File: config.mk
export PLATFORM = sky130hd
export DESIGN_NAME = vcap_ctrl
export DESIGN_NICKNAME = d
export VERILOG_FILES = /design/src/hdl/vcap_pkg.sv /design/src/hdl/vcap_ctrl.sv
export SDC_FILE = /design/constraint.sdc
export NUM_CORES = 1
export LEC_CHECK = 0
export BUFFER_PORTS_ARGS = -buffer_cell sky130_fd_sc_hd__buf_2
export CORE_UTILIZATION = 43
export DETAILED_ROUTE_END_ITERATION = 8
export GPL_TIMING_DRIVEN = 0
export PLACE_DENSITY_LB_ADDON = 0.3
export SYNTH_ARGS = -nofsm -noshare
export SYNTH_HDL_FRONTEND = slang
export SYNTH_SLANG_ARGS = --single-unit
File: constraint.sdc
create_clock -name i_clk -period 2 [get_ports i_clk]
set_input_delay 0.2 -clock i_clk [delete_from_list [all_inputs] [get_ports i_clk]]
set_output_delay 0.2 -clock i_clk [all_outputs]
set_load 0.02 [all_outputs]
File: src/hdl/vcap_pkg.sv
// ----------------------------------------------------------------------------
// vcap_pkg
// Shared types and constants of the voxel cave automaton pass: hash constants,
// hash step codes, register indexes and the controller/datapath interface.
// ----------------------------------------------------------------------------
`default_nettype none

package vcap_pkg;

    // hash finalizer and spatial hash constants
    localparam logic [31:0] FmixC1 = 32'h85eb_ca6b;
    localparam logic [31:0] FmixC2 = 32'hc2b2_ae35;
    localparam logic [31:0] HashCx = 32'd73856093;
    localparam logic [31:0] HashCy = 32'd19349663;
    localparam logic [31:0] HashCz = 32'd83492791;

    // solid when more than this many neighbours are solid
    localparam logic [4:0] NbrThresh = 5'd13;

    // cycles the derived size registers need after a register write
    localparam logic [2:0] SettleCycles = 3'd4;

    typedef logic [3:0] t_hstep;
    localparam t_hstep HashSteps = 4'd13;

    typedef enum logic [2:0] {
        CFG_MODE   = 3'd0,
        CFG_SIZE_X = 3'd1,
        CFG_SIZE_Y = 3'd2,
        CFG_SIZE_Z = 3'd3,
        CFG_SEED   = 3'd4,
        CFG_THRESH = 3'd5
    } t_cfg_idx;

    typedef enum logic [3:0] {
        HOP_SEED = 4'd0,
        HOP_MUL1 = 4'd1,
        HOP_XS13 = 4'd2,
        HOP_MUL2 = 4'd3,
        HOP_SAVE = 4'd4,
        HOP_MX   = 4'd5,
        HOP_MY   = 4'd6,
        HOP_MZ   = 4'd7,
        HOP_XS16 = 4'd8
    } t_hop;

    // operation of each hash step: fmix(seed), then fmix of the mixed coordinate
    function automatic t_hop hash_op(input t_hstep step);
        t_hop op;
        case (step)
            4'd0:    op = HOP_SEED;
            4'd1:    op = HOP_MUL1;
            4'd2:    op = HOP_XS13;
            4'd3:    op = HOP_MUL2;
            4'd4:    op = HOP_SAVE;
            4'd5:    op = HOP_MX;
            4'd6:    op = HOP_MY;
            4'd7:    op = HOP_MZ;
            4'd8:    op = HOP_XS16;
            4'd9:    op = HOP_MUL1;
            4'd10:   op = HOP_XS13;
            4'd11:   op = HOP_MUL2;
            default: op = HOP_XS16;
        endcase
        return op;
    endfunction

    typedef struct packed {
        logic   accept;
        logic   hash_en;
        t_hstep hash_step;
        logic   nbr_en;
        logic   emit;
    } t_cmd;

    typedef struct packed {
        logic mode;
        logic warm;
        logic settled;
        logic nbr_last;
        logic out_free;
    } t_sts;

endpackage

`default_nettype wire

File: src/hdl/vcap_ctrl.sv
// ----------------------------------------------------------------------------
// vcap_ctrl
// Sequencer of the pass: accepts an item, steps the hash or walks the
// 27 window positions, then hands the result to the output register.
// ----------------------------------------------------------------------------
`default_nettype none

module vcap_ctrl (
    input  wire                 i_clk,
    input  wire                 i_rst_n,
    input  wire                 i_in_valid,
    output logic                o_in_stall,
    input  vcap_pkg::t_sts      i_sts,
    output vcap_pkg::t_cmd      o_cmd
);

    typedef enum logic [4:0] {
        S_IDLE  = 5'b00001,
        S_HASH  = 5'b00010,
        S_NBR   = 5'b00100,
        S_DRAIN = 5'b01000,
        S_EMIT  = 5'b10000
    } t_state;

    t_state                r_state, n_state;
    vcap_pkg::t_hstep      r_step, n_step;
    logic                  c_accept;

    assign c_accept   = (r_state == S_IDLE) && i_sts.settled && i_in_valid;
    assign o_in_stall = !((r_state == S_IDLE) && i_sts.settled);

    always_comb begin
        n_state = r_state;
        n_step  = r_step;
        o_cmd   = '0;
        o_cmd.accept    = c_accept;
        o_cmd.hash_step = r_step;
        case (r_state)
            S_IDLE: begin
                if (c_accept) begin
                    n_step = '0;
                    if (!i_sts.mode) begin
                        n_state = S_HASH;
                    end else if (!i_sts.warm) begin
                        n_state = S_NBR;
                    end
                end
            end
            S_HASH: begin
                o_cmd.hash_en = 1'b1;
                if (r_step == vcap_pkg::HashSteps - 4'd1) begin
                    n_state = S_EMIT;
                end else begin
                    n_step = r_step + 4'd1;
                end
            end
            S_NBR: begin
                o_cmd.nbr_en = 1'b1;
                if (i_sts.nbr_last) begin
                    n_state = S_DRAIN;
                end
            end
            S_DRAIN: begin
                n_state = S_EMIT;
            end
            S_EMIT: begin
                o_cmd.emit = i_sts.out_free;
                if (i_sts.out_free) begin
                    n_state = S_IDLE;
                end
            end
            default: begin
                n_state = S_IDLE;
            end
        endcase
    end

    always_ff @(posedge i_clk) begin
        if (!i_rst_n) begin
            r_state <= S_IDLE;
            r_step  <= '0;
        end else begin
            r_state <= n_state;
            r_step  <= n_step;
        end
    end

endmodule

`default_nettype wire

==> impl_metrics.yaml, run 1 <==
synthesis:
  synth_xor_area_frac: 0.0155
  synth_seq_cells: 9
  synth-simple-area-share: 0.301
  syn_area_um2: 566
  synth_cell_types: 34
  synth_area_per_cell_um2: 8.20
  synthAdderAreaFrac: 0.0442
  synth_cells: 69
  ys_warn_count: 0
  synth-compound-area-share: 0.252
  synthMuxAreaShare: 0
  ys_seq_area_frac: 0.319
  syn_nets: 79
  synth_top_family_by_area: "simple AND/OR/NAND/NOR gates"
power:
  total_leakage_power_nw: 0.355
  vdd_drop_max_uv: 870
  powerDensity_mw_per_mm2: 1270
  total_power_mw: 0.981
finish:
  syn2layout_area_growth_pct: 36.3
  final_common_cell: "buf_2"
  layout.nets: 104
  fillers: 107
  drive_gt1_frac: 0.376
  final_cell_mix: "buf_2 (15), nand2_1 (7), dfxtp_1 (7), nor2_1 (6)"
  final_area_um2: 771
  antenna_cells: 0
die:
  initial_core_util: 0.483
  num_io_pins: 17
  dieWidth_um: 38.3
  dieArea_mm2: 0.00146
  die_h_um: 38.3
  row_count: 12
  core-area_mm2: 0.00117
cts:
  cts_tree: "yes"
  htreeDepth: 1
  clock_path_buffers: 2
  cts_root_buf: "clkbuf_4"
  hold_buffers: 0
  clock_sinks: 9
  clk_pin_slew_worst_paths_ns: 0.07
  clk_latency_ns: 0.26
  numCtsBuffers: 3
worst_setup_path:
  crit_path_start_kind: "flip-flop"
  critPathRequiredTime_ns: 1.80
  crit_chain: "or4b_4, or3_4, inv_4, buf_6, buf_6"
  cp-end-kind: "output pin"
  r2r_setup_slack_ns: 0.05
  worstPathArrival_ns: 1.78
  crit_top_cell: "buf_6"
  worstPathMaxFanout: 2
  critical-path-slowest-cell: "or4b_4"
  slowest_delay_ns: 0.52
  path_class: "flip-flop to output pin"
place:
  place_area_um2: 663
  dp_slack_ns: 0.0638
  portBuffers: 16
  hpwl_um: 996
  gp_congestion: 0.788
sta:
  whs_ns: 0.203
  fin_crit_ns: 1.98
  finalSetupViolations: 0
  slew_viol_final: 0
  worst_pin_slew_ns: 0.473
  fin_worst_skew_ns: 0.0131
  setup_slack_ns: 0.0163
  fmax_ghz: 0.504
  rsz0062_at_grt: "true"
  relSlewSlack: 0.685
  finalCritPeriodShare: 0.992
  tns_ns: 0
  hold_viol: 0
drt:
  routedWlPerCell_um: 13.9
  drt_wl_total_um: 1490
  first_pass_iters: 4
  drt-initial-drc-count: 28
  drc_errors: 0
  vias: 650
  ant_nets: 0
  routed_via_density: 6.07
global_route:
  grt_max_degree: 11
  antenna_found_initial: 0
  grt_pass1_vias: 567
  grt_remaining_overflow: 0
  grt_use_total: 0.237
  grt_first_pass_wirelength_um: 2320
min_path:
  min_path_type: "input pin to flip-flop"
job:
  cap_viol_max_count: 0
outcome:
  outcome: "finished clean"
## cell families (layout without fill, tap and decap cells)
logic type	count (synthesis)	count (layout)
AO/OA/AOI/OAI	17	17
XOR/XNOR	1	1
adder cells (fa/ha/maj)	2	2
buffers and inverters	9	33
flip-flops	9	9
AND/OR/NAND/NOR	31	31
## stage by stage
step,util,cells
after global placement,0.566,99
after detailed placement,0.566,99
final,0.658,107
after floorplan,-,69
after CTS,0.643,107
after global routing,0.658,107
## registers in the layout, summed over array words and instances, names as in the netlist
signal   flops
r_state      5
r_step       4
## routing by layer
layer | global-route usage | part of all wire | vias to the layer above | wire length, um
met3 | 0.0523 | 0.051 | 4 | 76
met5 | 0 | 0 | - | 0
met2 | 0.407 | 0.49 | 28 | 727
li1 | - | - | 318 | -
met4 | 0.152 | 0.021 | 0 | 32
met1 | 0.257 | 0.44 | 300 | 653
## repair_timing
action,CTS,global route
endpoints found under the setup margin,1,4
resized for setup,9,5
pin swaps,2,4
buffers inserted,4,1
## cell type report
cell class,count,area [um^2],area share
timing repair buffer,21,124,0.161
tap,14,17.5,0.0227
clock buffer,4,26.3,0.0341
sequential,9,185,0.240
multi-input combinational,51,378,0.490
inverter,6,25.0,0.0325
buffer,2,15.0,0.0195
## synthesized netlist by cell type
cell type | instances | area [um^2]
dfxtp_1 | 9 | 180
nand2_1 | 7 | 26.3
nor2_1 | 6 | 22.5
inv_1 | 5 | 18.8
nand3_1 | 4 | 20.0
nor3_1 | 3 | 15.0
a2111o_1 | 2 | 22.5
a21oi_1 | 2 | 10.0
and3_1 | 2 | 12.5
and4_1 | 2 | 17.5
ha_1 | 2 | 25.0
o2111ai_1 | 2 | 17.5
o31ai_1 | 2 | 15.0
a2111oi_0 | 1 | 8.76
a2111oi_1 | 1 | 10.0
a211o_1 | 1 | 8.76
a211oi_1 | 1 | 7.51
a311oi_2 | 1 | 15.0
a31oi_1 | 1 | 6.26
and4b_1 | 1 | 10.0
buf_2 | 1 | 5.00
buf_4 | 1 | 7.51
clkbuf_1 | 1 | 3.75
inv_2 | 1 | 3.75
nand4_1 | 1 | 6.26
nor4_1 | 1 | 6.26
o21ai_0 | 1 | 5.00
o21ai_1 | 1 | 5.00
o221a_1 | 1 | 11.3
or2_2 | 1 | 6.26
or3_1 | 1 | 6.26
or4_1 | 1 | 7.51
or4b_4 | 1 | 13.8
xnor2_1 | 1 | 8.76
## path summary, 6_finish.rpt
check	startpoint	endpoint	cells past startpoint
setup / recovery	r_state[1]$_SDFFE_PN0P_	o_cmd[7]	5
hold / removal	i_rst_n	r_state[0]$_SDFFE_PN1P_	2
setup reg to reg	r_state[1]$_SDFFE_PN0P_	r_state[4]$_SDFFE_PN0P_	6
hold reg to reg	r_step[1]$_SDFFE_PN0P_	r_step[1]$_SDFFE_PN0P_	2
## report_power, final
group / switching [mW] / internal, mW / leakage (nW)
logic: 0.313 / 0.272 / 0.266
registers: 0.0360 / 0.220 / 0.0746
clock network: 0.0636 / 0.0767 / 0.0150
total: 0.412 / 0.569 / 0.355
## critical path, delay by kind of cell (launching register included)
kind	cells	cell delay, ns
AND/OR/NAND/NOR	2	0.93
flip-flops	1	0.34
buffers and inverters	3	0.25
Note: power is estimated with default switching activity, not from simulation.
==> run 2: changes to the inputs <==
Settings changed: HOLD_SLACK_MARGIN from default to 0.05, RECOVER_POWER from default to 100.
==> run 2 against run 1 <==
Against the previous run: clock power barely moved; clock skew fell by 0.00090 ns; sequential cell count did not move; power fell by 0.57%; fmax rose by 0.27%; sequential power barely moved; global-route usage did not move; clock-buffer cell count did not move; critical path depth did not move; non-clock buffer count did not move; design area fell by 0.97%; cell count did not move; critical endpoint unchanged; largest power group unchanged.
==> impl_metrics.yaml, run 2 (same netlist as run 1, synthesis figures left out) <==
die:
  dieWidth_um: 38.3
  num_io_pins: 17
  initial_core_util: 0.483
  row_count: 12
  dieArea_mm2: 0.00146
  core-area_mm2: 0.00117
  die_h_um: 38.3
sta:
  whs_ns: 0.202
  fin_crit_ns: 1.98
  finalSetupViolations: 0
  fmax_ghz: 0.505
  worst_pin_slew_ns: 0.484
  finalCritPeriodShare: 0.989
  rsz0062_at_grt: "true"
  slew_viol_final: 0
  hold_viol: 0
  setup_slack_ns: 0.0216
  fin_worst_skew_ns: 0.0122
  relSlewSlack: 0.677
cts:
  clk_latency_ns: 0.26
  cts_root_buf: "clkbuf_4"
  hold_buffers: 0
  clock_path_buffers: 2
  htreeDepth: 1
  clock_sinks: 9
  numCtsBuffers: 3
  clk_pin_slew_worst_paths_ns: 0.07
  cts_tree: "yes"
finish:
  top_register: "r_state"
  syn2layout_area_growth_pct: 35.0
  finish.utilization: 0.652
  largest_reg_flops: 5
  fillers: 110
  final_cell_mix: "buf_2 (9), clkbuf_1 (8), nand2_1 (7), dfxtp_1 (7), nor2_1 (6)"
  largestRegisters: "r_state x5, r_step x4"
  final_common_cell: "buf_2"
  layout.nets: 104
  drive_gt1_frac: 0.312
  antenna_cells: 0
worst_setup_path:
  critPathRequiredTime_ns: 1.80
  path_buf_inv: 3
  r2r_end: "r_state[4]$_SDFFE_PN0P_"
  cpLargestDelayFamily: "simple AND/OR/NAND/NOR gates"
  startpoint: "r_state[1]$_SDFFE_PN0P_"
  worstSetupPathDepth: 5
  worstPathMaxFanout: 2
  crit_top_cell: "buf_6"
  path_class: "flip-flop to output pin"
  crit_chain: "or4b_4, or3_4, inv_4, buf_6, buf_6"
  slowest_delay_ns: 0.52
  critical-path-slowest-cell: "or4b_4"
  cp-end-kind: "output pin"
  worstPathArrival_ns: 1.78
  endpoint: "o_cmd[7]"
  r2r_setup_slack_ns: 0.05
  r2r_cells: 6
  crit_path_start_kind: "flip-flop"
  reg2reg_from: "r_state[1]$_SDFFE_PN0P_"
drt:
  routedWlPerCell_um: 13.8
  ant_nets: 0
  drt-initial-drc-count: 26
  drc_errors: 0
  vias: 639
  drt_wl_total_um: 1470
  routed_via_density: 5.97
  first_pass_iters: 4
global_route:
  grt_max_degree: 11
  grt_first_pass_wirelength_um: 2320
  grt_use_total: 0.237
  grt_remaining_overflow: 0
  grt_pass1_vias: 567
  antenna_found_initial: 0
place:
  portBuffers: 16
  dp_slack_ns: 0.0638
  gp_congestion: 0.788
  hpwl_um: 996
outcome:
  outcome: "finished clean"
job:
  cap_viol_max_count: 0
power:
  total_leakage_power_nw: 0.329
  powerDensity_mw_per_mm2: 1280
  vdd_drop_max_uv: 866
  total_power_mw: 0.976
min_path:
  min_path_type: "input pin to flip-flop"
-- run 2: changes by cell type in the layout (fill, tap and decap cells not counted) --
cell,previous run,this run
clkbuf_1,2,8
buf_2,15,9
-- run 2: cell type report --
type                    count  area, um^2  area share
clock buffers               4        26.3      0.0344
flip-flops and latches      9         185       0.243
inverters                   6        25.0      0.0328
well taps                  14        17.5      0.0230
repair buffers             21         116       0.152
multi-input cells          51         378       0.495
plain buffers               2        15.0      0.0197
-- run 2: worst min path at each step --
stage | startpoint | to | cells past startpoint | slack (ns)
detailed placement | i_rst_n | r_state[0]$_SDFFE_PN1P_ | 2 | 0.45
CTS | i_rst_n | r_state[0]$_SDFFE_PN1P_ | 2 | 0.19
floorplan | i_rst_n | r_state[0]$_SDFFE_PN1P_ | 1 | 0.27
finish | i_rst_n | r_state[0]$_SDFFE_PN1P_ | 2 | 0.20
global placement | i_rst_n | r_state[0]$_SDFFE_PN1P_ | 2 | 0.44
global route | i_rst_n | r_state[0]$_SDFFE_PN1P_ | 2 | 0.20
-- run 2: routing by layer --
layer	routed length (um)	track usage
met5	0	0
met3	76	0.0523
met1	641	0.257
met2	714	0.407
met4	39	0.152
-- run 2: through the flow --
stage                     area [um^2]  setup TNS (ns)  instances
after global placement            663               0         99
after global routing              763         -0.0185        107
final                             763               0        107
after detailed placement          663               0         99
after floorplan                   566               0         69
after CTS                         753         -0.0161        107
-- run 2: worst reg2reg max path: stages, from the launching register on --
cell and delay (ns):
dfxtp_4 0.34, or4b_4 0.52, buf_4 0.17, a311oi_4 0.30
buf_4 0.19, a2111oi_0 0.06, o221a_1 0.24
-- run 2: timing repair --
action                                  4_1_cts  5_1_grt
gates cloned                                  0        0
pin swaps                                     2        4
setup buffers                                 4        1
endpoints found under the setup margin        1        4
resized for setup                             9        5
-- run 2: report_power, final --
| group | internal, mW | switching (mW) | total (mW) |
|---|---|---|---|
| clock network | 0.0767 | 0.0627 | 0.139 |
| registers | 0.220 | 0.0361 | 0.256 |
| logic | 0.270 | 0.311 | 0.580 |
| total | 0.566 | 0.409 | 0.976 |
==> run 3: changes to the inputs <==
Settings changed: CELL_PAD_IN_SITES_DETAIL_PLACEMENT from default to 1, CELL_PAD_IN_SITES_GLOBAL_PLACEMENT from default to 1, CORE_UTILIZATION 43 to 31.
==> run 3 against run 2 <==
Against the previous run: clock power grew 6%; non-clock buffer count is the same; largest power group unchanged; critical path type is now flip-flop to flip-flop; power shrank 3.0%; largest cell class unchanged.
==> impl_metrics.yaml, run 3 (same netlist as run 1, synthesis figures left out) <==
cts:
  numCtsBuffers: 3
  clk_pin_slew_worst_paths_ns: 0.07
  cts_tree: "yes"
  clock_sinks: 9
  cts_root_buf: "clkbuf_4"
  clk_latency_ns: 0.27
  htreeDepth: 1
  clock_path_buffers: 2
finish:
  final_common_cell: "buf_2"
  final_area_um2: 769
  layout.nets: 104
  largestRegisters: "r_state x5, r_step x4"
  top_register: "r_state"
  antenna_cells: 0
  drive_gt1_frac: 0.312
  largest_reg_flops: 5
  final_cell_mix: "buf_2 (10), clkbuf_1 (7), nand2_1 (7), nor2_1 (6), dfxtp_1 (6)"
  layout.cells.non_filler: 118
  syn2layout_area_growth_pct: 36.1
worst_setup_path:
  reg2reg_from: "r_state[3]$_SDFFE_PN0P_"
  cp-end-kind: "flip-flop"
  r2r_cells: 6
  path_class: "flip-flop to flip-flop"
  r2r_end: "r_step[3]$_SDFFE_PN0P_"
  crit_chain: "or4b_4, or3_4, buf_6, buf_4, a2111o_1, nand2_1"
  crit_path_start_kind: "flip-flop"
  critical-path-slowest-cell: "or4b_4"
  critPathRequiredTime_ns: 2.21
  r2r_setup_slack_ns: 0.02
  slowest_delay_ns: 0.54
  worstPathMaxFanout: 6
  worstPathArrival_ns: 2.19
min_path:
  min_from: "i_rst_n"
  min_path_type: "input pin to flip-flop"
  holdPathStages: 2
  min_to: "r_state[0]$_SDFFE_PN1P_"
sta:
  tns_ns: 0
  finalCritPeriodShare: 0.991
  setup_slack_ns: 0.0173
  finalSetupViolations: 0
  fin_worst_skew_ns: 0.00630
  fmax_ghz: 0.504
  worst_pin_slew_ns: 0.482
  whs_ns: 0.186
  slew_viol_final: 0
  fin_crit_ns: 1.98
  rsz0062_at_grt: "true"
  relSlewSlack: 0.679
  hold_viol: 0
drt:
  m1WireLength_um: 783
  routedWlPerCell_um: 13.7
  met3_length_um: 61
  highest_layer: "met4"
  first_pass_iters: 4
  drc_errors: 0
  wl_met2_um: 752
  drt-initial-drc-count: 9
  ant_nets: 0
  vias: 619
  drt_wl_total_um: 1620
  routed_via_density: 5.25
die:
  die_h_um: 44.7
  core-area_mm2: 0.00173
  initial_core_util: 0.328
  row_count: 15
  dieWidth_um: 44.7
  num_io_pins: 17
  dieArea_mm2: 0.00200
global_route:
  grt_max_degree: 11
  grt_use_total: 0.185
  grt_remaining_overflow: 0
  grt_pass1_vias: 605
  grt_first_pass_wirelength_um: 2660
  antenna_found_initial: 0
power:
  powerDensity_mw_per_mm2: 1230
  total_leakage_power_nw: 0.332
  vdd_drop_max_uv: 468
place:
  dp_slack_ns: 0.0347
  dp_cells: 110
  hpwl_um: 1200
  place_area_um2: 677
  portBuffers: 16
  gp_congestion: 0.789
outcome:
  outcome: "finished clean"
job:
  cap_viol_max_count: 0
-- run 3: final cells by class --
class / count / area [um^2]
Fill cell: 220 / 957
Multi-Input combinational cell: 51 / 368
Sequential cell: 9 / 186
Timing Repair Buffer: 21 / 118
Tap cell: 25 / 31.3
Clock buffer: 4 / 26.3
Inverter: 6 / 25.0
Buffer: 2 / 15.0
-- run 3: how the worst max path moves through the flow --
stage                            startpoint                       to  depth (start not counted)
global route        r_state[0]$_SDFFE_PN1P_   r_step[3]$_SDFFE_PN0P_                          6
floorplan           r_state[1]$_SDFFE_PN0P_   r_step[2]$_SDFFE_PN0P_                          5
detailed placement  r_state[1]$_SDFFE_PN0P_                 o_cmd[7]                          6
finish              r_state[3]$_SDFFE_PN0P_   r_step[3]$_SDFFE_PN0P_                          6
CTS                 r_state[1]$_SDFFE_PN0P_  r_state[2]$_SDFFE_PN0P_                          5
global placement    r_state[1]$_SDFFE_PN0P_  r_state[2]$_SDFFE_PN0P_                          4
-- run 3: worst max-delay path, delay by kind of cell, from the launching register on --
kind	cells	cell delay, ns
buf+inv	2	0.28
compound gates	1	0.37
flops	1	0.32
simple gates	3	0.96
-- run 3: layer usage --
metal | global-route usage | vias up
met5 | 0 | -
met4 | 0.0909 | 0
met3 | 0.0480 | 2
met2 | 0.300 | 15
met1 | 0.228 | 286
li1 | - | 316
-- run 3: repair_timing --
| action | 4_1_cts | 5_1_grt |
|---|---|---|
| setup buffers | 4 | 1 |
| endpoints found under the setup margin | 1 | 4 |
| gates resized for setup | 9 | 3 |
| hold buffers | 0 | 0 |
| pin swaps | 2 | 2 |
-- run 3: report_power, final --
group	internal, mW	switching [mW]	leakage (nW)
clock network	0.0771	0.0700	0.0150
logic	0.242	0.295	0.242
registers	0.222	0.0400	0.0749
total	0.541	0.405	0.332
-- run 3: through the flow --
stage,power (mW),utilization
6_report,0.946,0.446
5_1_grt,1.02,0.446
4_1_cts,0.947,0.441
3_5_place_dp,0.707,0.392
3_3_place_gp,0.690,0.392
2_1_floorplan,0.589,-
